## src/design/video_chip_register_file_macros.svh

```systemverilog
// Assertion macros for the video chip register file.
// Depends on nothing; included by the top level only.
`ifndef VIDEO_CHIP_REGISTER_FILE_MACROS_SVH
`define VIDEO_CHIP_REGISTER_FILE_MACROS_SVH
`ifndef NO_ASSERTIONS
`define VCRF_ASSERT_IMPLY(label, clk, rst_n, ante, cons, msg) \
    label: assert property (@(posedge clk) disable iff (!rst_n) (ante) |-> (cons)) \
        else $error(msg);
`define VCRF_ASSERT_NEXT(label, clk, rst_n, ante, cons, msg) \
    label: assert property (@(posedge clk) disable iff (!rst_n) (ante) |=> (cons)) \
        else $error(msg);
`else
`define VCRF_ASSERT_IMPLY(label, clk, rst_n, ante, cons, msg)
`define VCRF_ASSERT_NEXT(label, clk, rst_n, ante, cons, msg)
`endif
`endif

```

## src/design/vcrf_pkg.sv

```systemverilog
// Shared types, register addresses and defaults for the video chip register file.
// Used by vcrf_bank and video_chip_register_file.
package vcrf_pkg;

    localparam int SPRITES            = 8;
    localparam int SPR_IDX_W          = $clog2(SPRITES);
    localparam int FIRST_BAD_LINE_DEF = 48;
    localparam int LAST_BAD_LINE_DEF  = 247;

    localparam logic CMD_READ  = 1'b0;
    localparam logic CMD_WRITE = 1'b1;

    localparam logic [5:0] ADDR_SPR_FIRST    = 6'h00;
    localparam logic [5:0] ADDR_SPR_LAST     = 6'h0F;
    localparam logic [5:0] ADDR_SPR_XHI      = 6'h10;
    localparam logic [5:0] ADDR_CTRL1        = 6'h11;
    localparam logic [5:0] ADDR_RASTER       = 6'h12;
    localparam logic [5:0] ADDR_PEN_X        = 6'h13;
    localparam logic [5:0] ADDR_PEN_Y        = 6'h14;
    localparam logic [5:0] ADDR_SPR_EN       = 6'h15;
    localparam logic [5:0] ADDR_CTRL2        = 6'h16;
    localparam logic [5:0] ADDR_SPR_YEXP     = 6'h17;
    localparam logic [5:0] ADDR_MEM_PTR      = 6'h18;
    localparam logic [5:0] ADDR_IRQ_FLAGS    = 6'h19;
    localparam logic [5:0] ADDR_IRQ_MASK     = 6'h1A;
    localparam logic [5:0] ADDR_SPR_PRIO     = 6'h1B;
    localparam logic [5:0] ADDR_SPR_MCOL     = 6'h1C;
    localparam logic [5:0] ADDR_SPR_XEXP     = 6'h1D;
    localparam logic [5:0] ADDR_SPR_SCOL     = 6'h1E;
    localparam logic [5:0] ADDR_SPR_DCOL     = 6'h1F;
    localparam logic [5:0] ADDR_SHARED_FIRST = 6'h20;
    localparam logic [5:0] ADDR_SHARED_LAST  = 6'h26;
    localparam logic [5:0] ADDR_SCOLOR_FIRST = 6'h27;
    localparam logic [5:0] ADDR_SCOLOR_LAST  = 6'h2E;

    localparam logic [7:0] UNUSED_READ = 8'hFF;

    typedef struct packed {
        logic       wr;
        logic [5:0] addr;
        logic [7:0] wdata;
        logic [8:0] line;
        logic [7:0] sprite_hits;
        logic [7:0] data_hits;
        logic [7:0] pen_x;
        logic [7:0] pen_y;
    } access_t;

    typedef struct packed {
        logic [7:0] rdata;
        logic       irq;
        logic       badline;
        logic [7:0] ctrl1;
        logic [7:0] ctrl2;
        logic [7:0] mptr;
    } status_t;

endpackage

```

## src/design/vcrf_bank.sv

```systemverilog
// Register state of the video chip register file with its read and write decode.
// Depends on vcrf_pkg; instantiated by video_chip_register_file.
module vcrf_bank #(
    parameter int FIRST_BAD_LINE = vcrf_pkg::FIRST_BAD_LINE_DEF,
    parameter int LAST_BAD_LINE  = vcrf_pkg::LAST_BAD_LINE_DEF
) (
    input  logic              clk,
    input  logic              rst_n,
    input  logic              acc_valid,
    input  vcrf_pkg::access_t acc,
    output vcrf_pkg::status_t status
);
    import vcrf_pkg::*;

    logic [7:0] spr_x_reg    [SPRITES];
    logic [7:0] spr_x_next   [SPRITES];
    logic [7:0] spr_y_reg    [SPRITES];
    logic [7:0] spr_y_next   [SPRITES];
    logic [3:0] shared_reg   [7];
    logic [3:0] shared_next  [7];
    logic [3:0] scolor_reg   [SPRITES];
    logic [3:0] scolor_next  [SPRITES];
    logic [7:0] xhi_reg, xhi_next;
    logic [7:0] ctrl1_reg, ctrl1_next;
    logic [7:0] ctrl2_reg, ctrl2_next;
    logic [7:0] spr_en_reg, spr_en_next;
    logic [7:0] yexp_reg, yexp_next;
    logic [7:0] mptr_reg, mptr_next;
    logic [7:0] flags_reg, flags_next;
    logic [3:0] mask_reg, mask_next;
    logic [7:0] prio_reg, prio_next;
    logic [7:0] mcol_reg, mcol_next;
    logic [7:0] xexp_reg, xexp_next;
    logic [7:0] scol_reg, scol_next;
    logic [7:0] dcol_reg, dcol_next;
    logic       written_reg, written_next;
    logic       allowed_reg, allowed_next;
    logic       bad_reg, bad_next;
    logic [7:0] rdata;

    logic [SPR_IDX_W-1:0] spr_idx;
    logic [2:0]           shared_idx;
    logic [SPR_IDX_W-1:0] scolor_idx;
    logic [5:0]           scolor_off;
    logic [7:0]           scol_hit;
    logic [7:0]           dcol_hit;
    logic                 in_window;

    assign spr_idx    = acc.addr[SPR_IDX_W:1];
    assign shared_idx = acc.addr[2:0];
    assign scolor_off = acc.addr - ADDR_SCOLOR_FIRST;
    assign scolor_idx = scolor_off[SPR_IDX_W-1:0];
    assign scol_hit   = scol_reg | acc.sprite_hits;
    assign dcol_hit   = dcol_reg | acc.data_hits;
    assign in_window  = (acc.line >= 9'(FIRST_BAD_LINE)) && (acc.line <= 9'(LAST_BAD_LINE));

    always_comb
    begin
        spr_x_next   = spr_x_reg;
        spr_y_next   = spr_y_reg;
        shared_next  = shared_reg;
        scolor_next  = scolor_reg;
        xhi_next     = xhi_reg;
        ctrl1_next   = ctrl1_reg;
        ctrl2_next   = ctrl2_reg;
        spr_en_next  = spr_en_reg;
        yexp_next    = yexp_reg;
        mptr_next    = mptr_reg;
        flags_next   = flags_reg;
        mask_next    = mask_reg;
        prio_next    = prio_reg;
        mcol_next    = mcol_reg;
        xexp_next    = xexp_reg;
        scol_next    = scol_reg;
        dcol_next    = dcol_reg;
        written_next = written_reg;
        allowed_next = allowed_reg;
        bad_next     = bad_reg;
        rdata        = 8'h00;
        if (acc_valid)
        begin
            // New collision bits land before the access, so a read sees them.
            scol_next = scol_hit;
            dcol_next = dcol_hit;
            if (acc.line == 9'd0)
            begin
                allowed_next = 1'b0;
            end
            if (acc.wr == CMD_WRITE)
            begin
                unique case (acc.addr) inside
                    [ADDR_SPR_FIRST:ADDR_SPR_LAST]:
                    begin
                        if (acc.addr[0])
                        begin
                            spr_y_next[spr_idx] = acc.wdata;
                        end
                        else
                        begin
                            spr_x_next[spr_idx] = acc.wdata;
                        end
                    end
                    [ADDR_SHARED_FIRST:ADDR_SHARED_LAST]: shared_next[shared_idx] = acc.wdata[3:0];
                    [ADDR_SCOLOR_FIRST:ADDR_SCOLOR_LAST]: scolor_next[scolor_idx] = acc.wdata[3:0];
                    ADDR_SPR_XHI: xhi_next = acc.wdata;
                    ADDR_CTRL1:
                    begin
                        ctrl1_next = acc.wdata;
                        if (acc.line == 9'(FIRST_BAD_LINE) && acc.wdata[4])
                        begin
                            allowed_next = 1'b1;
                        end
                        bad_next = in_window && (acc.wdata[2:0] == acc.line[2:0])
                                   && allowed_next;
                        written_next = 1'b1;
                    end
                    ADDR_SPR_EN:   spr_en_next = acc.wdata;
                    ADDR_CTRL2:    ctrl2_next  = acc.wdata;
                    ADDR_SPR_YEXP: yexp_next   = acc.wdata;
                    ADDR_MEM_PTR:  mptr_next   = acc.wdata;
                    ADDR_IRQ_FLAGS:
                    begin
                        // Writing a one acknowledges a source; the summary bit is rebuilt.
                        flags_next = {4'b0000, flags_reg[3:0] & ~acc.wdata[3:0]};
                        flags_next[7] = |(flags_next[3:0] & mask_reg);
                    end
                    ADDR_IRQ_MASK:
                    begin
                        mask_next = acc.wdata[3:0];
                        flags_next[7] = |(flags_reg[3:0] & acc.wdata[3:0]);
                    end
                    ADDR_SPR_PRIO: prio_next = acc.wdata;
                    ADDR_SPR_MCOL: mcol_next = acc.wdata;
                    ADDR_SPR_XEXP: xexp_next = acc.wdata;
                    default: ;
                endcase
            end
            else
            begin
                unique case (acc.addr) inside
                    [ADDR_SPR_FIRST:ADDR_SPR_LAST]:
                        rdata = acc.addr[0] ? spr_y_reg[spr_idx] : spr_x_reg[spr_idx];
                    [ADDR_SHARED_FIRST:ADDR_SHARED_LAST]: rdata = {4'hF, shared_reg[shared_idx]};
                    [ADDR_SCOLOR_FIRST:ADDR_SCOLOR_LAST]: rdata = {4'hF, scolor_reg[scolor_idx]};
                    ADDR_SPR_XHI:   rdata = xhi_reg;
                    ADDR_CTRL1:     rdata = written_reg ? {acc.line[8], ctrl1_reg[6:0]} : 8'h00;
                    ADDR_RASTER:    rdata = acc.line[7:0];
                    ADDR_PEN_X:     rdata = acc.pen_x;
                    ADDR_PEN_Y:     rdata = acc.pen_y;
                    ADDR_SPR_EN:    rdata = spr_en_reg;
                    ADDR_CTRL2:     rdata = ctrl2_reg | 8'hC0;
                    ADDR_SPR_YEXP:  rdata = yexp_reg;
                    ADDR_MEM_PTR:   rdata = mptr_reg | 8'h01;
                    ADDR_IRQ_FLAGS: rdata = flags_reg | 8'h70;
                    ADDR_IRQ_MASK:  rdata = {4'hF, mask_reg};
                    ADDR_SPR_PRIO:  rdata = prio_reg;
                    ADDR_SPR_MCOL:  rdata = mcol_reg;
                    ADDR_SPR_XEXP:  rdata = xexp_reg;
                    ADDR_SPR_SCOL:
                    begin
                        rdata     = scol_hit;
                        scol_next = 8'h00;
                    end
                    ADDR_SPR_DCOL:
                    begin
                        rdata     = dcol_hit;
                        dcol_next = 8'h00;
                    end
                    default: rdata = UNUSED_READ;
                endcase
            end
        end
    end

    always_ff @(posedge clk or negedge rst_n)
    begin
        if (!rst_n)
        begin
            for (int i = 0; i < SPRITES; i++)
            begin
                spr_x_reg[i]  <= 8'h00;
                spr_y_reg[i]  <= 8'h00;
                scolor_reg[i] <= 4'h0;
            end
            for (int i = 0; i < 7; i++)
            begin
                shared_reg[i] <= 4'h0;
            end
            xhi_reg     <= 8'h00;
            ctrl1_reg   <= 8'h00;
            ctrl2_reg   <= 8'h00;
            spr_en_reg  <= 8'h00;
            yexp_reg    <= 8'h00;
            mptr_reg    <= 8'h00;
            flags_reg   <= 8'h00;
            mask_reg    <= 4'h0;
            prio_reg    <= 8'h00;
            mcol_reg    <= 8'h00;
            xexp_reg    <= 8'h00;
            scol_reg    <= 8'h00;
            dcol_reg    <= 8'h00;
            written_reg <= 1'b0;
            allowed_reg <= 1'b0;
            bad_reg     <= 1'b0;
        end
        else
        begin
            spr_x_reg   <= spr_x_next;
            spr_y_reg   <= spr_y_next;
            scolor_reg  <= scolor_next;
            shared_reg  <= shared_next;
            xhi_reg     <= xhi_next;
            ctrl1_reg   <= ctrl1_next;
            ctrl2_reg   <= ctrl2_next;
            spr_en_reg  <= spr_en_next;
            yexp_reg    <= yexp_next;
            mptr_reg    <= mptr_next;
            flags_reg   <= flags_next;
            mask_reg    <= mask_next;
            prio_reg    <= prio_next;
            mcol_reg    <= mcol_next;
            xexp_reg    <= xexp_next;
            scol_reg    <= scol_next;
            dcol_reg    <= dcol_next;
            written_reg <= written_next;
            allowed_reg <= allowed_next;
            bad_reg     <= bad_next;
        end
    end

    assign status.rdata   = rdata;
    assign status.irq     = flags_next[7];
    assign status.badline = bad_next;
    assign status.ctrl1   = ctrl1_next;
    assign status.ctrl2   = ctrl2_next;
    assign status.mptr    = mptr_next;

endmodule

```

## src/design/video_chip_register_file.sv

```systemverilog
// Top level of the video chip register file: access register, register bank, result register.
// Depends on vcrf_pkg, vcrf_bank and video_chip_register_file_macros.svh.
//
//  channel   handshake        payload
//  access    start / busy     cmd, address, write_data, raster_line, sprite_hits,
//                             data_hits, pen_x, pen_y
//  result    done (strobe)    read_data, irq_line, badline, display_mode, row_select,
//                             column_select, display_enable, x_scroll, y_scroll,
//                             screen_base, charset_addr, bitmap_addr
//
// One access can be taken every clock; busy stays low.
// The access beat is held in the access register, then passes through the bank decode
// into the result register, from which the result beat is driven.
// Reset clears the valid, result and bank registers to zero, so no clearing pass follows it.
// The receiver takes each result beat in its strobe cycle and cannot stall.
`include "video_chip_register_file_macros.svh"

module video_chip_register_file #(
    parameter int FIRST_BAD_LINE = vcrf_pkg::FIRST_BAD_LINE_DEF,
    parameter int LAST_BAD_LINE  = vcrf_pkg::LAST_BAD_LINE_DEF
) (
    input  logic        clk,
    input  logic        rst_n,
    input  logic        start,
    output logic        busy,
    input  logic        cmd,
    input  logic [5:0]  address,
    input  logic [7:0]  write_data,
    input  logic [8:0]  raster_line,
    input  logic [7:0]  sprite_hits,
    input  logic [7:0]  data_hits,
    input  logic [7:0]  pen_x,
    input  logic [7:0]  pen_y,
    output logic        done,
    output logic [7:0]  read_data,
    output logic        irq_line,
    output logic        badline,
    output logic [2:0]  display_mode,
    output logic        row_select,
    output logic        column_select,
    output logic        display_enable,
    output logic [2:0]  x_scroll,
    output logic [2:0]  y_scroll,
    output logic [13:0] screen_base,
    output logic [13:0] charset_addr,
    output logic [13:0] bitmap_addr
);
    import vcrf_pkg::*;

    access_t acc_reg;
    logic    acc_valid_reg;
    status_t bank_status;
    status_t res_reg;
    logic    done_reg;
    logic    accept;

    assign busy   = 1'b0;
    assign accept = start && !busy;

    always_ff @(posedge clk or negedge rst_n)
    begin
        if (!rst_n)
        begin
            acc_valid_reg <= 1'b0;
        end
        else
        begin
            acc_valid_reg <= accept;
        end
    end

    always_ff @(posedge clk)
    begin
        if (accept)
        begin
            acc_reg <= '{wr: cmd, addr: address, wdata: write_data, line: raster_line,
                         sprite_hits: sprite_hits, data_hits: data_hits,
                         pen_x: pen_x, pen_y: pen_y};
        end
    end

    vcrf_bank #(
        .FIRST_BAD_LINE(FIRST_BAD_LINE),
        .LAST_BAD_LINE (LAST_BAD_LINE)
    ) u_bank (
        .clk      (clk),
        .rst_n    (rst_n),
        .acc_valid(acc_valid_reg),
        .acc      (acc_reg),
        .status   (bank_status)
    );

    always_ff @(posedge clk or negedge rst_n)
    begin
        if (!rst_n)
        begin
            done_reg <= 1'b0;
            res_reg  <= '0;
        end
        else
        begin
            done_reg <= acc_valid_reg;
            if (acc_valid_reg)
            begin
                res_reg <= bank_status;
            end
        end
    end

    assign done           = done_reg;
    assign read_data      = res_reg.rdata;
    assign irq_line       = res_reg.irq;
    assign badline        = res_reg.badline;
    assign display_mode   = {res_reg.ctrl1[6], res_reg.ctrl1[5], res_reg.ctrl2[4]};
    assign row_select     = res_reg.ctrl1[3];
    assign column_select  = res_reg.ctrl2[3];
    assign display_enable = res_reg.ctrl1[4];
    assign x_scroll       = res_reg.ctrl2[2:0];
    assign y_scroll       = res_reg.ctrl1[2:0];
    assign screen_base    = {res_reg.mptr[7:4], 10'b0};
    assign charset_addr   = {res_reg.mptr[3:1], 11'b0};
    assign bitmap_addr    = {res_reg.mptr[3], 13'b0};

    // Every accepted beat yields exactly one result beat, through the access and result registers.
    `VCRF_ASSERT_IMPLY(a_result_follows, clk, rst_n, accept, ##2 done, "access without result")
    `VCRF_ASSERT_IMPLY(a_no_spurious, clk, rst_n, done, $past(accept, 2), "result without access")
    // A write beat returns zero read data.
    `VCRF_ASSERT_NEXT(a_write_zero, clk, rst_n, acc_valid_reg && acc_reg.wr == CMD_WRITE,
        read_data == 8'h00, "write returned nonzero read data")
    // Bad-line status only moves on a control-one write.
    `VCRF_ASSERT_NEXT(a_badline_hold, clk, rst_n,
        acc_valid_reg && !(acc_reg.wr == CMD_WRITE && acc_reg.addr == ADDR_CTRL1),
        badline == $past(badline), "bad-line status moved without a control write")

endmodule

```

## config.mk

```make
export PLATFORM = sky130hd
export DESIGN_NAME = video_chip_register_file
export DESIGN_NICKNAME = d
export VERILOG_FILES = /design/src/design/vcrf_pkg.sv /design/src/design/vcrf_bank.sv /design/src/design/video_chip_register_file.sv
export VERILOG_INCLUDE_DIRS = /design/src /design/src/design
export SDC_FILE = /design/constraint.sdc
export NUM_CORES = 1
export LEC_CHECK = 0
export BUFFER_PORTS_ARGS = -buffer_cell sky130_fd_sc_hd__buf_2
export CAP_MARGIN = 10
export CORE_ASPECT_RATIO = 2
export CORE_MARGIN = 2
export CORE_UTILIZATION = 65
export DETAILED_ROUTE_END_ITERATION = 12
export PLACE_DENSITY_LB_ADDON = 0.12
export SYNTH_ARGS = -nofsm -noshare
export SYNTH_HDL_FRONTEND = slang
export SYNTH_SLANG_ARGS = --single-unit
```

## constraint.sdc

```tcl
create_clock -name clk -period 4.3 [get_ports clk]
set_clock_uncertainty 0.1 [all_clocks]
set_input_delay 0.215 -clock clk [delete_from_list [all_inputs] [get_ports clk]]
set_output_delay 0.215 -clock clk [all_outputs]
set_load 0.1 [all_outputs]
```

==> flow_summary_export.csv, run 1 <==
group,metric,value,unit
run_status,status,"complete, no violations",
yosys,synth_ff_type,"dfrtp_1",
cts,clk_pin_slew,0.07,ns
global_routing,overflow,0,
sta,hold_viol_final,0,
yosys,yosys_warnings,0,
hold_path,hold_class,"in2async",
drt,drt_iter0_drc,1088,
die,core-area,26300,µm²
global_routing,grt_first_pass_wirelength,75.0,mm
cts,cts_resized,0,
drt,drc,0,
die,chipWidth,119,µm
worst_setup_path,cp_max_fo,15,
global_routing,grt_antenna_before_repair,0,
yosys,synth_edf_count,56,
cells_and_area,fin_area,19600,µm²
cts,clockBufferDepth,3,
cts,clock_latency,0.55,ns
global_routing,grt_pass1_vias,12400,
die,die_h,235,µm
placed_design,place_ws,1.03,ns
cells_and_area,antennaDiodeCount,0,
cells_and_area,postLayoutCoreUtil,74.5,%
yosys,avgSynthCellArea,13.1,µm²
cts,cts_tree,"done",
sta,setup_ws,0.894,ns
sta,relSlewSlack,26.6,%
run,drv_cap,0,
yosys,yosysSeqAreaShare,55.2,%
placed_design,gp_congestion,0.985,
global_routing,grt_max_degree,120,
cells_and_area,drive_gt1_share,33.4,%
drt,dr.pass1.iters,6,
cts,cts_root_buf,"clkbuf_16",
worst_setup_path,startpoint_type,"flip-flop",
die,start_util,65.9,%
power_and_ir_drop,worst_ir_drop_vdd,0.427,mV
worst_setup_path,critPathKind,"reg2reg",
placed_design,port_buffers,89,
cells_and_area,syn2layout_area_growth,13.0,%
sta,tns,0,ns
sta,hold_slack,0.233,ns
global_routing,grt_usage,35.8,%
cts,h-tree-depth,2,
power_and_ir_drop,p_per_area,448,nW/µm²
drt,vias_per_cell,6.47,
sta,setup_viol,0,
sta,finalMaxSlewViolations,0,
drt,drt.antenna.violating_nets,0,
yosys,syn_inst,1327,
yosys,synth_cell_types,83,
die,num_rows,84,
drt,wirelength,49.1,mm
cells_and_area,nets,1514,
sta,fmax,0.294,GHz
worst_setup_path,endpoint_kind,"flip-flop",
placed_design,placedInstanceArea,17900,µm²
yosys,ys_seq_elements,371,
yosys,async_flop_share,84.9,%
worst_setup_path,required,4.62,ns
die,dieArea,28100,µm²
cts,cts-buffers-inserted,35,
die,num_io_pins,125,
placed_design,place_hpwl,32.7,mm
worst_setup_path,cp.arrival,3.72,ns
power_and_ir_drop,p_leak,9.13,nW
worst_setup_path,r2r_slack,0.89,ns
sta,grt_setup_unrepaired,"no",
drt,wl_per_cell,27.0,µm
sta,final.period_utilization,79.2,%
drt,vias,11800,
cts,cts.sinks,371,
yosys,synth.cell_area,17300,µm²
sta,tightest_slew,1.10,ns
sta,fin_crit,3.41,ns
## cell families after synthesis
logic type | synth area share [%]
DFF | 55.2
muxes | 23.1
and+or+nand+nor | 8.80
AOI/OAI and AO/OA | 8.16
buffers and inverters | 4.19
adders and majority gates | 0.361
xor gates and xnor gates | 0.202
other | 0.0216
## synth_stat cells (all sizes together), types with 5 or more instances
library cell,instances,share of area (%)
dfrtp,315,45
mux2,273,18
nor2,99,3.1
buf,77,3.2
a21oi,62,1.8
mux2i,58,3.4
edfxtp,56,9.7
nand2,56,1.3
clkbuf,40,0.87
o21ai,38,1.1
nor3,29,1.2
a22oi,21,0.91
o22ai,17,0.61
mux4,15,2.0
nand3,14,0.51
nand2b,10,0.38
a32oi,9,0.45
nand4,9,0.32
nor2b,9,0.32
and2,6,0.22
and3,6,0.25
nand3b,6,0.35
o221ai,6,0.30
a221oi,5,0.29
ha,5,0.36
inv,5,0.11
nor4,5,0.18
or2,5,0.18
## report_power, final
part	total (W)	internal, W	switching (W)
Sequential	0.00422	0.00394	0.000281
Combinational	0.00139	0.000503	0.000885
Clock	0.00316	0.00178	0.00137
Total	0.00876	0.00622	0.00254
## layer usage
metal	global-route usage, %	vias up	part of all wire (%)
met5	0	-	0
met4	22.9	0	7.9
met3	5.66	213	5.2
met2	62.2	524	52
met1	40.3	6003	35
li1	-	5050	-
## worst max-delay path: stages (launching register included)
cell	delay (ns)
edfxtp_1	0.52
inv_1	0.24
ha_1	0.76
nand3b_4	0.29
nor2_1	0.52
nor3_1	0.12
nand4_1	0.21
nand4_1	0.13
o32a_1	0.38
## area by class of cell
cell class / instances / area [µm²]
clock buffers: 47 / 971
clock inverters: 17 / 173
fillers: 1787 / 6700
inverters: 6 / 22.5
multi-input cells: 867 / 7160
flip-flops and latches: 371 / 9570
well taps: 344 / 430
repair buffers: 169 / 1250
## layout by cell type, fill, tap and decap left out, types with 5 or more instances in the layout
master,count
dfrtp_1,314
mux2_2,271
buf_2,88
nor2_1,82
a21oi_1,62
mux2i_1,58
dlygate4sd3_1,58
edfxtp_1,56
nand2_1,54
o21ai_0,37
conb_1,35
clkbuf_16,35
a22oi_1,21
nor3_1,20
buf_4,18
o22ai_1,17
mux4_2,14
nand3_1,12
nand2b_1,9
a32oi_1,9
nor2b_1,9
nand4_1,9
nor2_8,8
nor3_2,7
clkbuf_1,7
clkinv_1,6
nor2_2,6
o221ai_1,6
inv_1,5
nor4_1,5
and3_1,5
and2_1,5
ha_1,5
inv_6,5
clkbuf_8,5
## through the flow
step	instances	total power (W)
floorplan	1361	0.00520
global placement	1699	0.00555
detailed placement	1699	0.00560
CTS	1821	0.00875
global route	1821	0.00903
finish	1821	0.00876
## what timing repair did
| action | in CTS | in global routing |
|---|---|---|
| endpoints found under the hold margin | 181 | 0 |
| setup buffers | 0 | 0 |
| hold buffers | 58 | 0 |
## final timing paths
check,from,to,cells after the start
setup / recovery,acc_reg[49]$_DFFE_PP_,read_data[0]$_DFFE_PN0P_,8
hold / removal,rst_n,u_bank.mptr_reg[7]$_DFF_PN0_,2
setup reg to reg,acc_reg[49]$_DFFE_PP_,read_data[0]$_DFFE_PN0P_,8
hold reg to reg,u_bank.dcol_reg[1]$_DFFE_PN0P_,u_bank.dcol_reg[1]$_DFFE_PN0P_,2
max in group asynchronous,rst_n,u_bank.shared_reg[22]$_DFFE_PN0P_,3
min in group clk,sprite_hits[3],acc_reg[27]$_DFFE_PP_,2
Power figures use the tool's default switching activity.
==> run 2, diff against run 1 <==
- CORE_UTILIZATION: 65 -> 55
- clock period: 4.3 -> 2.9 ns (I/O delays scaled with it)
==> run 2 against run 1 <==
The run now ends with negative setup slack left. Register-to-register slack worse by 0.92 ns. Largest power group unchanged. Utilization down 9.4 points. Sequential power increased by 48%. Non-clock buffer count is 71 higher. Cell count rose by 8.2%. Worst setup slack lost 0.92 ns. Sequential share of layout area decreased by 1.9 points.
==> flow_summary_export.csv, run 2 (synthesized netlist as in run 1, its figures left out) <==
group,metric,value,unit
run_status,status,"finished with violations",
run_status,violations,"negative setup slack",
die,dieArea,33000,µm²
drt,dr.pass1.iters,5,
sta,hold_slack,0.0715,ns
sta,final.period_utilization,101,%
worst_setup_path,r2r_start,"acc_reg[51]$_DFFE_PP_",
sta,tightest_slew,1.05,ns
cts,h-tree-depth,2,
drt,vias,12000,
global_routing,grt_pass1_vias,12500,
global_routing,grt_antenna_before_repair,0,
sta,fin_crit,2.93,ns
die,num_rows,92,
global_routing,grt_max_degree,70,
placed_design,place_ws,-0.0776,ns
power_and_ir_drop,p_per_area,663,nW/µm²
placed_design,gp_congestion,1.00,
drt,drc,0,
sta,hold_viol_final,0,
cts,cts.sinks,371,
drt,vias_per_cell,6.07,
die,core-area,31300,µm²
worst_setup_path,endpoint_kind,"flip-flop",
cts,cts_setup_buffers,0,
run,drv_cap,0,
drt,wirelength,50.3,mm
global_routing,grt_first_pass_wirelength,76.5,mm
sta,finalMaxSlewViolations,0,
sta,relSlewSlack,30.2,%
sta,fmax,0.341,GHz
worst_setup_path,critPathLaunch,"acc_reg[51]$_DFFE_PP_",
cells_and_area,antennaDiodeCount,0,
cells_and_area,layout_commonest_cell,"dfrtp_1",
power_and_ir_drop,worst_ir_drop_vdd,0.461,mV
cells_and_area,drive_gt1_share,36.9,%
sta,grt_setup_unrepaired,"no",
global_routing,grt_usage,31.1,%
cells_and_area,nFillCells,2446,
die,chipWidth,130,µm
die,start_util,55.3,%
power_and_ir_drop,p_leak,9.56,nW
drt,wl_per_cell,25.5,µm
worst_setup_path,cp.arrival,3.29,ns
placed_design,port_buffers,89,
cts,cts_tree,"done",
global_routing,overflow,0,
cts,clock_latency,0.55,ns
cts,clockBufferDepth,3,
cells_and_area,nets,1585,
cts,clk_pin_slew,0.07,ns
die,num_io_pins,125,
power_and_ir_drop,power.total,0.0135,W
die,die_h,255,µm
cells_and_area,syn2layout_area_growth,17.6,%
hold_path,hold_class,"in2async",
sta,setup_ws,-0.0306,ns
drt,drt_iter0_drc,949,
cells_and_area,final_cell_mix,"314 x dfrtp_1, 271 x mux2_2, 88 x buf_2",
worst_setup_path,required,3.26,ns
drt,drt.antenna.violating_nets,0,
worst_setup_path,startpoint_type,"flip-flop",
cts,cts-buffers-inserted,35,
placed_design,place_hpwl,34.7,mm
sta,setup_viol,1,
worst_setup_path,critPathKind,"reg2reg",
cts,cts_root_buf,"clkbuf_16",
worst_setup_path,cp_max_fo,40,
## run 2: cell count changes in the layout (fill, tap and decap cells not counted), sizes merged
cell / before / now
inv: 10 / 6
bufinv: 3 / 6
clkbuf: 47 / 50
clkinvlp: 0 / 1
clkinv: 10 / 7
buf: 111 / 182
## run 2: worst max-delay path, cell delays in order, from the launching register on
cell	delay (ns)
edfxtp_1	0.66
buf_12	0.31
or2_2	0.32
o22ai_1	0.17
a21oi_1	0.09
o311ai_0	0.86
nor4b_1	0.15
o21ai_0	0.18
## run 2: layout make-up
cell class,instances,area (µm²),share of cell area (%)
Timing Repair Buffer,240,1810,8.88
Clock inverter,14,236,1.16
Tap cell,423,529,2.60
Sequential cell,371,9570,46.9
Multi-Input combinational cell,867,7170,35.2
Inverter,6,22.5,0.111
Clock buffer,50,1040,5.13
## run 2: repair_timing
item	in CTS	in global routing
hold buffers	58	0
resized for setup	1	0
endpoints found under the setup margin	2	0
endpoints found under the hold margin	146	0
## run 2: worst paths after layout
kind / to / slack [ns] / cells after the start
max in group asynchronous: u_bank.shared_reg[0]$_DFFE_PN0P_ / 1.71 / 3
min: u_bank.scolor_reg[5]$_DFFE_PN0P_ / 0.07 / 2
min in group clk: acc_reg[6]$_DFFE_PP_ / 0.20 / 2
max reg2reg: read_data[1]$_DFFE_PN0P_ / -0.03 / 7
max: read_data[1]$_DFFE_PN0P_ / -0.03 / 7
min reg2reg: u_bank.spr_y_reg[40]$_DFFE_PN0P_ / 0.38 / 1
## run 2: layer usage
metal	GRT usage, %	part of all wire (%)	vias up
met5	0	0	-
met4	12.6	4.2	0
li1	-	-	5209
met2	52.9	51	412
met1	40.7	41	6226
met3	3.57	3.8	126
## run 2: where the power goes
| group | internal [W] | leakage, nW | switching, W | total [W] |
|---|---|---|---|---|
| Clock | 0.00306 | 0.627 | 0.00204 | 0.00510 |
| Combinational | 0.000810 | 4.20 | 0.00134 | 0.00215 |
| Sequential | 0.00584 | 4.73 | 0.000405 | 0.00625 |
## run 2: through the flow
step	instances	utilization, %	setup TNS [ns]	cell area (µm²)
floorplan	1361	-	0	17500
global placement	1849	59.1	-0.0919	18500
detailed placement	1849	59.1	-0.102	18500
CTS	1971	65.1	0	20400
global route	1971	65.1	0	20400
finish	1971	65.1	-0.0306	20400
